===== src/rtl/core/mfd_pkg.sv =====
// Shared constants for the motor feedback decoder: field and word widths,
// control register indexes and fixed-point constants. No dependencies.
`timescale 1ns / 1ps

package mfd_pkg;

   // word layout
   localparam int REQ_DATA_W = 56;
   localparam int RSP_DATA_W = 224;

   // control port
   localparam int CSR_ADDR_W = 2;
   localparam int CSR_DATA_W = 17;

   localparam logic [CSR_ADDR_W-1:0] CSR_SPEED_ALPHA     = 2'd0;
   localparam logic [CSR_ADDR_W-1:0] CSR_CURRENT_ALPHA   = 2'd1;
   localparam logic [CSR_ADDR_W-1:0] CSR_SPEED_GAIN      = 2'd2;
   localparam logic [CSR_ADDR_W-1:0] CSR_ANGLE_PER_COUNT = 2'd3;

   // fixed-point constants
   localparam logic [16:0]        ALPHA_ONE    = 17'd65536;
   localparam logic signed [16:0] WRAP_HI      = 17'sd32768;
   localparam logic signed [16:0] WRAP_LO      = -17'sd32768;
   localparam logic [8:0]         DEG_PER_TURN = 9'd360;

   // reset values of the control registers
   localparam logic [16:0] SPEED_ALPHA_RST     = 17'd65536;
   localparam logic [16:0] CURRENT_ALPHA_RST   = 17'd65536;
   localparam logic [15:0] SPEED_GAIN_RST      = 16'd1144;
   localparam logic [15:0] ANGLE_PER_COUNT_RST = 16'd360;

endpackage


===== src/rtl/core/mfd_serial_mul.sv =====
// Radix-4 digit-serial multiplier: signed multiplicand times unsigned multiplier,
// two multiplier bits per cycle, LSB first. Standalone, no package needed.
`timescale 1ns / 1ps

module mfd_serial_mul #(
   parameter int MW = 16,
   parameter int QW = 16
) (
   input  logic                    clock,
   input  logic                    reset,
   input  logic                    start,
   input  logic signed [MW-1:0]    mcand,
   input  logic [QW-1:0]           mplier,
   output logic                    busy,
   output logic signed [MW+QW-1:0] product
);

   localparam int NSTEP = (QW + 1) / 2;
   localparam int CW    = (NSTEP > 1) ? $clog2(NSTEP) : 1;
   localparam int SW    = MW + 2;
   localparam int LW    = 2 * NSTEP;
   localparam int PW    = MW + QW;

   typedef enum logic [1:0] {U_IDLE, U_PREP, U_STEP} state_type;

   state_type             state_ff, state_in;
   logic [CW-1:0]         cnt_ff, cnt_in;
   logic signed [SW-1:0]  m_ff, m_in;
   logic signed [SW-1:0]  m3_ff, m3_in;
   logic [LW-1:0]         q_ff, q_in;
   logic signed [SW-1:0]  acc_ff, acc_in;
   logic [LW-1:0]         lo_ff, lo_in;
   logic signed [SW-1:0]  addend;
   logic signed [SW-1:0]  sum;
   logic [SW+LW-1:0]      full;

   // partial product for the current digit; 3M is prepared once
   always_comb begin
      unique case (q_ff[1:0])
         2'd0: addend = '0;
         2'd1: addend = m_ff;
         2'd2: addend = m_ff <<< 1;
         2'd3: addend = m3_ff;
      endcase
   end

   assign sum = acc_ff + addend;

   always_comb begin
      state_in = state_ff;
      cnt_in   = cnt_ff;
      m_in     = m_ff;
      m3_in    = m3_ff;
      q_in     = q_ff;
      acc_in   = acc_ff;
      lo_in    = lo_ff;
      unique case (state_ff)
         U_IDLE: begin
            if (start) begin
               m_in     = SW'(mcand);
               q_in     = LW'(mplier);
               acc_in   = '0;
               lo_in    = '0;
               cnt_in   = CW'(NSTEP - 1);
               state_in = U_PREP;
            end
         end
         U_PREP: begin
            m3_in    = m_ff + (m_ff <<< 1);
            state_in = U_STEP;
         end
         U_STEP: begin
            // high part shifts right by one digit, low digit drops into lo
            acc_in = sum >>> 2;
            lo_in  = LW'({sum[1:0], lo_ff} >> 2);
            q_in   = q_ff >> 2;
            if (cnt_ff == '0) begin
               state_in = U_IDLE;
            end else begin
               cnt_in = cnt_ff - 1'b1;
            end
         end
         default: state_in = U_IDLE;
      endcase
   end

   always_ff @(posedge clock) begin
      if (reset) begin
         state_ff <= U_IDLE;
      end else begin
         state_ff <= state_in;
      end
      cnt_ff <= cnt_in;
      m_ff   <= m_in;
      m3_ff  <= m3_in;
      q_ff   <= q_in;
      acc_ff <= acc_in;
      lo_ff  <= lo_in;
   end

   assign full    = {acc_ff, lo_ff};
   assign busy    = (state_ff != U_IDLE);
   assign product = full[PW-1:0];

endmodule


===== src/rtl/core/motor_feedback_decode_multiturn.sv =====
// Top level of the motor feedback decoder with multi-turn angle tracking.
// Depends on mfd_pkg and mfd_serial_mul.
`timescale 1ns / 1ps

// Decodes one motor feedback word into angle, filtered speed, filtered
// current and multi-turn position. Items are handled one at a time: a word
// is taken only after the result of the previous word has been registered.
// The work is set by two chained radix-4 serial multiplies (each a start,
// one prep step and one step per 2-bit digit): speed times gain (16-bit
// multiplier), a step to form the speed difference, then the speed filter
// step (17-bit alpha), and a step to register the result; the angle,
// current-filter and turns*360 products run alongside and finish earlier.
// A finished result sits in an output register, so the next word is taken
// while it waits; the last step waits for a free output. Filters compute
// f + ((alpha*(x-f))>>>16), which equals the weighted average with floor
// rounding; alpha above 1.0 saturates to 1.0. The turn counter steps on
// encoder jumps of more than half a revolution and wraps at 32 bits. Control
// registers may be written only while no word is in flight.
module motor_feedback_decode_multiturn (
   input  logic                              clock,
   input  logic                              reset,
   // temperature_raw[7:0], current_raw[23:8], speed_raw[39:24],
   // encoder_count[55:40]
   input  logic [mfd_pkg::REQ_DATA_W-1:0]    req_tdata,
   input  logic                              req_tvalid,
   output logic                              req_tready,
   // encoder_out[15:0], angle_single[47:16], speed_smoothed[79:48],
   // current_smoothed[113:80], temperature_out[121:114], turn_count[153:122],
   // multiturn_angle[217:154], zero fill above
   output logic [mfd_pkg::RSP_DATA_W-1:0]    rsp_tdata,
   output logic                              rsp_tvalid,
   input  logic                              rsp_tready,
   input  logic                              csr_wen,
   input  logic [mfd_pkg::CSR_ADDR_W-1:0]    csr_addr,
   input  logic [mfd_pkg::CSR_DATA_W-1:0]    csr_wdata
);

   import mfd_pkg::*;

   typedef enum logic [2:0] {S_IDLE, S_LOAD, S_SPD, S_SEM, S_FIN} state_type;

   // control registers
   logic [16:0] speed_alpha_ff;
   logic [16:0] current_alpha_ff;
   logic [15:0] speed_gain_ff;
   logic [15:0] angle_per_count_ff;

   always_ff @(posedge clock) begin
      if (reset) begin
         speed_alpha_ff     <= SPEED_ALPHA_RST;
         current_alpha_ff   <= CURRENT_ALPHA_RST;
         speed_gain_ff      <= SPEED_GAIN_RST;
         angle_per_count_ff <= ANGLE_PER_COUNT_RST;
      end else if (csr_wen) begin
         unique case (csr_addr)
            CSR_SPEED_ALPHA:     speed_alpha_ff     <= csr_wdata;
            CSR_CURRENT_ALPHA:   current_alpha_ff   <= csr_wdata;
            CSR_SPEED_GAIN:      speed_gain_ff      <= csr_wdata[15:0];
            CSR_ANGLE_PER_COUNT: angle_per_count_ff <= csr_wdata[15:0];
         endcase
      end
   end

   // input word fields
   logic [7:0]         req_temp;
   logic signed [15:0] req_cur;
   logic signed [15:0] req_spd;
   logic [15:0]        req_enc;

   assign req_temp = req_tdata[7:0];
   assign req_cur  = req_tdata[23:8];
   assign req_spd  = req_tdata[39:24];
   assign req_enc  = req_tdata[55:40];

   // sequencer and datapath registers
   state_type                state_ff, state_in;
   logic [7:0]               temp_ff, temp_in;
   logic [15:0]              enc_ff, enc_in;
   logic [15:0]              prev_ff, prev_in;
   logic signed [31:0]       turns_ff, turns_in;
   logic signed [34:0]       diff_c_ff, diff_c_in;
   logic signed [32:0]       diff_s_ff, diff_s_in;
   logic signed [31:0]       fs_ff, fs_in;
   logic signed [33:0]       fc_ff, fc_in;
   logic                     rsp_valid_ff, rsp_valid_in;
   logic [RSP_DATA_W-1:0]    rsp_data_ff, rsp_data_in;

   logic req_accept;
   logic start_ang, start_spd, start_cur, start_tot, start_sem;
   logic ang_busy, spd_busy, cur_busy, tot_busy, sem_busy;

   logic signed [16:0] ang_mcand;
   logic signed [32:0] ang_prod;
   logic signed [31:0] spd_prod;
   logic signed [51:0] cur_prod;
   logic signed [40:0] tot_prod;
   logic signed [49:0] sem_prod;

   logic [16:0]        sa_sat;
   logic [16:0]        ca_sat;
   logic signed [16:0] enc_diff;
   logic signed [31:0] fs_new;
   logic signed [33:0] fc_new;
   logic [31:0]        angle;
   logic [47:0]        total_hi;
   logic [63:0]        total;
   logic               units_idle;
   logic               out_free;

   assign req_tready = (state_ff == S_IDLE);
   assign req_accept = req_tvalid && req_tready;

   // alpha above 1.0 saturates
   assign sa_sat = (speed_alpha_ff > ALPHA_ONE) ? ALPHA_ONE : speed_alpha_ff;
   assign ca_sat = (current_alpha_ff > ALPHA_ONE) ? ALPHA_ONE : current_alpha_ff;

   assign ang_mcand = $signed({1'b0, angle_per_count_ff});

   // encoder step, plain integer difference
   assign enc_diff = $signed({1'b0, req_enc}) - $signed({1'b0, prev_ff});

   // angle = apc * encoder
   mfd_serial_mul #(.MW(17), .QW(16)) u_ang (
      .clock   (clock),
      .reset   (reset),
      .start   (start_ang),
      .mcand   (ang_mcand),
      .mplier  (req_enc),
      .busy    (ang_busy),
      .product (ang_prod)
   );

   // speed sample = speed_raw * gain, Q16.16 rad/s
   mfd_serial_mul #(.MW(16), .QW(16)) u_spd (
      .clock   (clock),
      .reset   (reset),
      .start   (start_spd),
      .mcand   (req_spd),
      .mplier  (speed_gain_ff),
      .busy    (spd_busy),
      .product (spd_prod)
   );

   // current filter step alpha * (sample - f)
   mfd_serial_mul #(.MW(35), .QW(17)) u_cur (
      .clock   (clock),
      .reset   (reset),
      .start   (start_cur),
      .mcand   (diff_c_ff),
      .mplier  (ca_sat),
      .busy    (cur_busy),
      .product (cur_prod)
   );

   // turns * 360
   mfd_serial_mul #(.MW(32), .QW(9)) u_tot (
      .clock   (clock),
      .reset   (reset),
      .start   (start_tot),
      .mcand   (turns_ff),
      .mplier  (DEG_PER_TURN),
      .busy    (tot_busy),
      .product (tot_prod)
   );

   // speed filter step alpha * (sample - f)
   mfd_serial_mul #(.MW(33), .QW(17)) u_sem (
      .clock   (clock),
      .reset   (reset),
      .start   (start_sem),
      .mcand   (diff_s_ff),
      .mplier  (sa_sat),
      .busy    (sem_busy),
      .product (sem_prod)
   );

   // filter update: f + floor(alpha*(x-f) / 2^16), modulo the state width
   assign fs_new = fs_ff + sem_prod[47:16];
   assign fc_new = fc_ff + cur_prod[49:16];
   assign angle  = ang_prod[31:0];

   // total = (turns*360 << 16) + angle; low half-word is angle's own
   assign total_hi = {{7{tot_prod[40]}}, tot_prod} + {32'b0, angle[31:16]};
   assign total    = {total_hi, angle[15:0]};

   assign units_idle = !(ang_busy || cur_busy || tot_busy || sem_busy);
   assign out_free   = !rsp_valid_ff || rsp_tready;

   always_comb begin
      state_in     = state_ff;
      temp_in      = temp_ff;
      enc_in       = enc_ff;
      prev_in      = prev_ff;
      turns_in     = turns_ff;
      diff_c_in    = diff_c_ff;
      diff_s_in    = diff_s_ff;
      fs_in        = fs_ff;
      fc_in        = fc_ff;
      rsp_valid_in = rsp_valid_ff && !rsp_tready;
      rsp_data_in  = rsp_data_ff;
      start_ang    = 1'b0;
      start_spd    = 1'b0;
      start_cur    = 1'b0;
      start_tot    = 1'b0;
      start_sem    = 1'b0;
      unique case (state_ff)
         S_IDLE: begin
            if (req_accept) begin
               temp_in   = req_temp;
               enc_in    = req_enc;
               prev_in   = req_enc;
               start_ang = 1'b1;
               start_spd = 1'b1;
               diff_c_in = 35'($signed({req_cur, 16'b0})) - 35'(fc_ff);
               // jump of more than half a turn: wrapped backward or forward
               if (enc_diff > WRAP_HI) begin
                  turns_in = turns_ff - 32'sd1;
               end else if (enc_diff < WRAP_LO) begin
                  turns_in = turns_ff + 32'sd1;
               end
               state_in = S_LOAD;
            end
         end
         S_LOAD: begin
            start_cur = 1'b1;
            start_tot = 1'b1;
            state_in  = S_SPD;
         end
         S_SPD: begin
            if (!spd_busy) begin
               diff_s_in = 33'(spd_prod) - 33'(fs_ff);
               state_in  = S_SEM;
            end
         end
         S_SEM: begin
            start_sem = 1'b1;
            state_in  = S_FIN;
         end
         S_FIN: begin
            if (units_idle && out_free) begin
               fs_in        = fs_new;
               fc_in        = fc_new;
               rsp_valid_in = 1'b1;
               rsp_data_in  = {6'b0, total, turns_ff, temp_ff, fc_new, fs_new,
                               angle, enc_ff};
               state_in     = S_IDLE;
            end
         end
         default: state_in = S_IDLE;
      endcase
   end

   always_ff @(posedge clock) begin
      if (reset) begin
         state_ff     <= S_IDLE;
         rsp_valid_ff <= 1'b0;
         prev_ff      <= '0;
         turns_ff     <= '0;
         fs_ff        <= '0;
         fc_ff        <= '0;
      end else begin
         state_ff     <= state_in;
         rsp_valid_ff <= rsp_valid_in;
         prev_ff      <= prev_in;
         turns_ff     <= turns_in;
         fs_ff        <= fs_in;
         fc_ff        <= fc_in;
      end
      temp_ff     <= temp_in;
      enc_ff      <= enc_in;
      diff_c_ff   <= diff_c_in;
      diff_s_ff   <= diff_s_in;
      rsp_data_ff <= rsp_data_in;
   end

   assign rsp_tvalid = rsp_valid_ff;
   assign rsp_tdata  = rsp_data_ff;

endmodule

===== config.mk =====
export PLATFORM = sky130hd
export DESIGN_NAME = motor_feedback_decode_multiturn
export DESIGN_NICKNAME = d
export VERILOG_FILES = /design/src/rtl/core/mfd_pkg.sv /design/src/rtl/core/mfd_serial_mul.sv /design/src/rtl/core/motor_feedback_decode_multiturn.sv
export SDC_FILE = /design/constraint.sdc
export NUM_CORES = 2
export LEC_CHECK = 0
export BUFFER_PORTS_ARGS = -buffer_cell sky130_fd_sc_hd__buf_4
export CAP_MARGIN = 30
export CORE_MARGIN = 1
export CORE_UTILIZATION = 45
export DETAILED_ROUTE_END_ITERATION = 16
export SLEW_MARGIN = 20
export SYNTH_ARGS = -nofsm -noshare
export SYNTH_HDL_FRONTEND = slang
export SYNTH_HIERARCHICAL = 1
export SYNTH_SLANG_ARGS = --single-unit

===== constraint.sdc =====
create_clock -name clock -period 7.5 [get_ports clock]
set_input_delay 1.125 -clock clock [delete_from_list [all_inputs] [get_ports clock]]
set_output_delay 1.125 -clock clock [all_outputs]
set_load 0.01 [all_outputs]

==> flow_metrics.tcl <==
set metrics [dict create \
    syn-cell-area_sq_um 62530 \
    final_nets 6791 \
    grt_pass1_vias 43260 \
    ir_drop_mv 0.2024 \
    avgSynthCellArea_sq_um 10.25 \
    power.leakage_nw 27.73 \
    clock_tree.buffer_depth 3 \
    wirelength_microns 153500 \
    worstPathRequired_ns 8.13 \
    clk_latency_ns 0.74 \
    worst_setup_path_start_kind "primary input" \
    hold_class "reg -> reg" \
    setup-tns-final_ns 0 \
    hpwl_microns 113700 \
    fin_skew_ns 0.04179 \
    fp.dieH_microns 374.8 \
    drtIter0Drc 2806 \
    cts.clk_slew.worst_paths_ns 0.07 \
    cts_buffers 116 \
    cp_slowest_cell "o31ai_1" \
    port_buffers 299 \
    via_per_inst 5.612 \
    worst_pin_slew_ns 0.8559 \
    drc 0 \
    postRouteAntennaNets 0 \
    worstSetupPathType "in -> reg" \
    path_cells "buf_4 -> inv_1 -> ha_1 -> fa_1 -> nor2b_1 -> o211ai_1 -> a211oi_2 -> nor3_1 -> or3_1 -> mux2_2 -> a41o_1 -> inv_4 -> fa_1 -> a211oi_1 -> o21ai_0 -> nor3_1 -> o211a_1 -> o31ai_1 -> and3_1 -> o31a_1 -> nor3_1 -> o41ai_2" \
    filler_cell_count 12340 \
    slew_viol_final 0 \
    die_area_sq_um 140400 \
    cts_hold_buf 0 \
    max_slew_margin 0.4219 \
    via_count 45660 \
    cts.sinks 1029 \
    core_area_sq_um 137700 \
    place_congestion 0.8930 \
    grt_pass1_wl_microns 239600 \
    postCtsResizedCells 0 \
    cts_tree "yes" \
    power_density_nw_per_um2 262.2 \
    pin_count 306 \
    arrival_ns 6.66 \
    critPathMaxFanout 36 \
    die_w_microns 374.8 \
    grt_antenna_before_repair 11 \
    num_antenna_cells 0 \
    final_cell_count_no_fill 8137 \
    setup_viol 0 \
    start_util 0.4542 \
    fmax_ghz 0.1657 \
    post_cts_buffers 0 \
    drive_above_1_share 0.1290 \
    cp_common_cell "nor3_1" \
    wl_per_cell_microns 18.87 \
    yosysWarnings 6 \
    regArea_sq_um 28960 \
    htreeDepth 3 \
    areaGrowthSynthToFinish_pct 11.61 \
    period_share 0.8045 \
    cap_violations 0 \
    root_buffer "clkbuf_16" \
    rows 136 \
    overflow 0 \
    endpoint_kind "register" \
    cp_slowest_stage_delay_ns 0.58 \
    rsz0062_at_grt "false" \
    hold_viol 0 \
    grt_usage 0.2131 \
    drt_first_pass_iters 5 \
    multi_input_area_sq_um 30970 \
    synthCells 6101 \
    grt_max_degree 101 \
    period_minus_slack_ns 6.034 \
    dp.cells 7918 \
    status "completed" \
]
[registers in the layout, indices dropped and copies added (netlist names), 34 cells and up]
register / flops
rsp_tdata: 196
diff_c_ff: 35
u_sem/m3_ff: 35
u_tot/m3_ff: 34
u_cur/acc_ff: 35
fc_ff: 34
u_cur/m3_ff: 37
u_cur/m_ff: 35
[area by class of cell]
| class | count | share of cell area |
|---|---|---|
| Multi-Input combinational cell | 4501 | 0.4438 |
| Sequential cell | 1029 | 0.4149 |
| Clock buffer | 142 | 0.04536 |
| Timing Repair Buffer | 358 | 0.03900 |
| Tap cell | 1794 | 0.03216 |
| Inverter | 238 | 0.01298 |
| Clock inverter | 75 | 0.01176 |
[placed cells by master (no fill, tap or decap), drive strengths merged, types with 16 or more instances in the layout]
cell type,instances
nand2b,64
or2,30
nor4,27
a2111oi,18
dfxtp,194
o21bai,55
edfxtp,835
a21o,198
clkinv,43
nor3,136
nand3,112
conb,16
inv,244
nor3b,22
a211oi,66
a21boi,16
a31oi,57
mux2i,22
o21ai,228
xor2,141
mux2,127
nor2,371
or3,25
o31ai,22
clkbuf,142
ha,451
nand2,746
nand4,55
o211ai,95
a22o,132
nor2b,111
and3,44
xnor2,224
o21a,75
fa,16
o2111ai,16
a211o,19
and2,75
a21oi,496
buf,358
[through the flow]
stage	worst slack (ns)	total power, mW	cell area [sq um]	utilization	hold slack (ns)
6_report	1.466	18.30	69790	0.5069	0.4115
3_3_place_gp	0.7632	12.39	65740	0.4775	0.4014
5_1_grt	1.072	19.29	69790	0.5069	0.4155
2_1_floorplan	0.1904	11.30	62590	-	0.4003
3_5_place_dp	0.7261	12.45	65790	0.4779	0.4045
4_1_cts	1.540	18.46	69770	0.5068	0.4132
[worst paths after layout]
path | end | slack (ns) | startpoint | cells past startpoint
setup reg to reg | turns_ff[30]$_SDFFE_PP0P_ | 1.71 | prev_ff[0]$_SDFFE_PP0P_ | 20
hold reg to reg | u_cur/m_ff[28]$_DFFE_PP_ | 0.41 | diff_c_ff[28]$_DFFE_PP_ | 0
hold / removal | u_cur/m_ff[28]$_DFFE_PP_ | 0.41 | diff_c_ff[28]$_DFFE_PP_ | 0
setup / recovery | turns_ff[30]$_SDFFE_PP0P_ | 1.47 | req_tdata[40] | 22
[worst max-delay path, delay by kind of cell]
family	cells	cell delay, ns
AOI/OAI and AO/OA	9	2.61
and+or+nand+nor	6	1.23
adders and majority gates	3	0.92
buffers and inverters	3	0.49
muxes	1	0.27
[routing by layer]
metal	GRT usage	vias to the layer above	wire length, microns
met4	0.06217	18	4305
met1	0.3024	21660	73570
met3	0.03426	244	7490
li1	-	22710	-
met5	0	-	95
met2	0.3340	1031	68060
[where the power goes]
group,internal [mW],total [mW],switching (mW)
Clock,3.49,5.92,2.44
Combinational,2.05,5.05,3.00
Sequential,6.95,7.32,0.372
(Power assumes the default switching activity.)
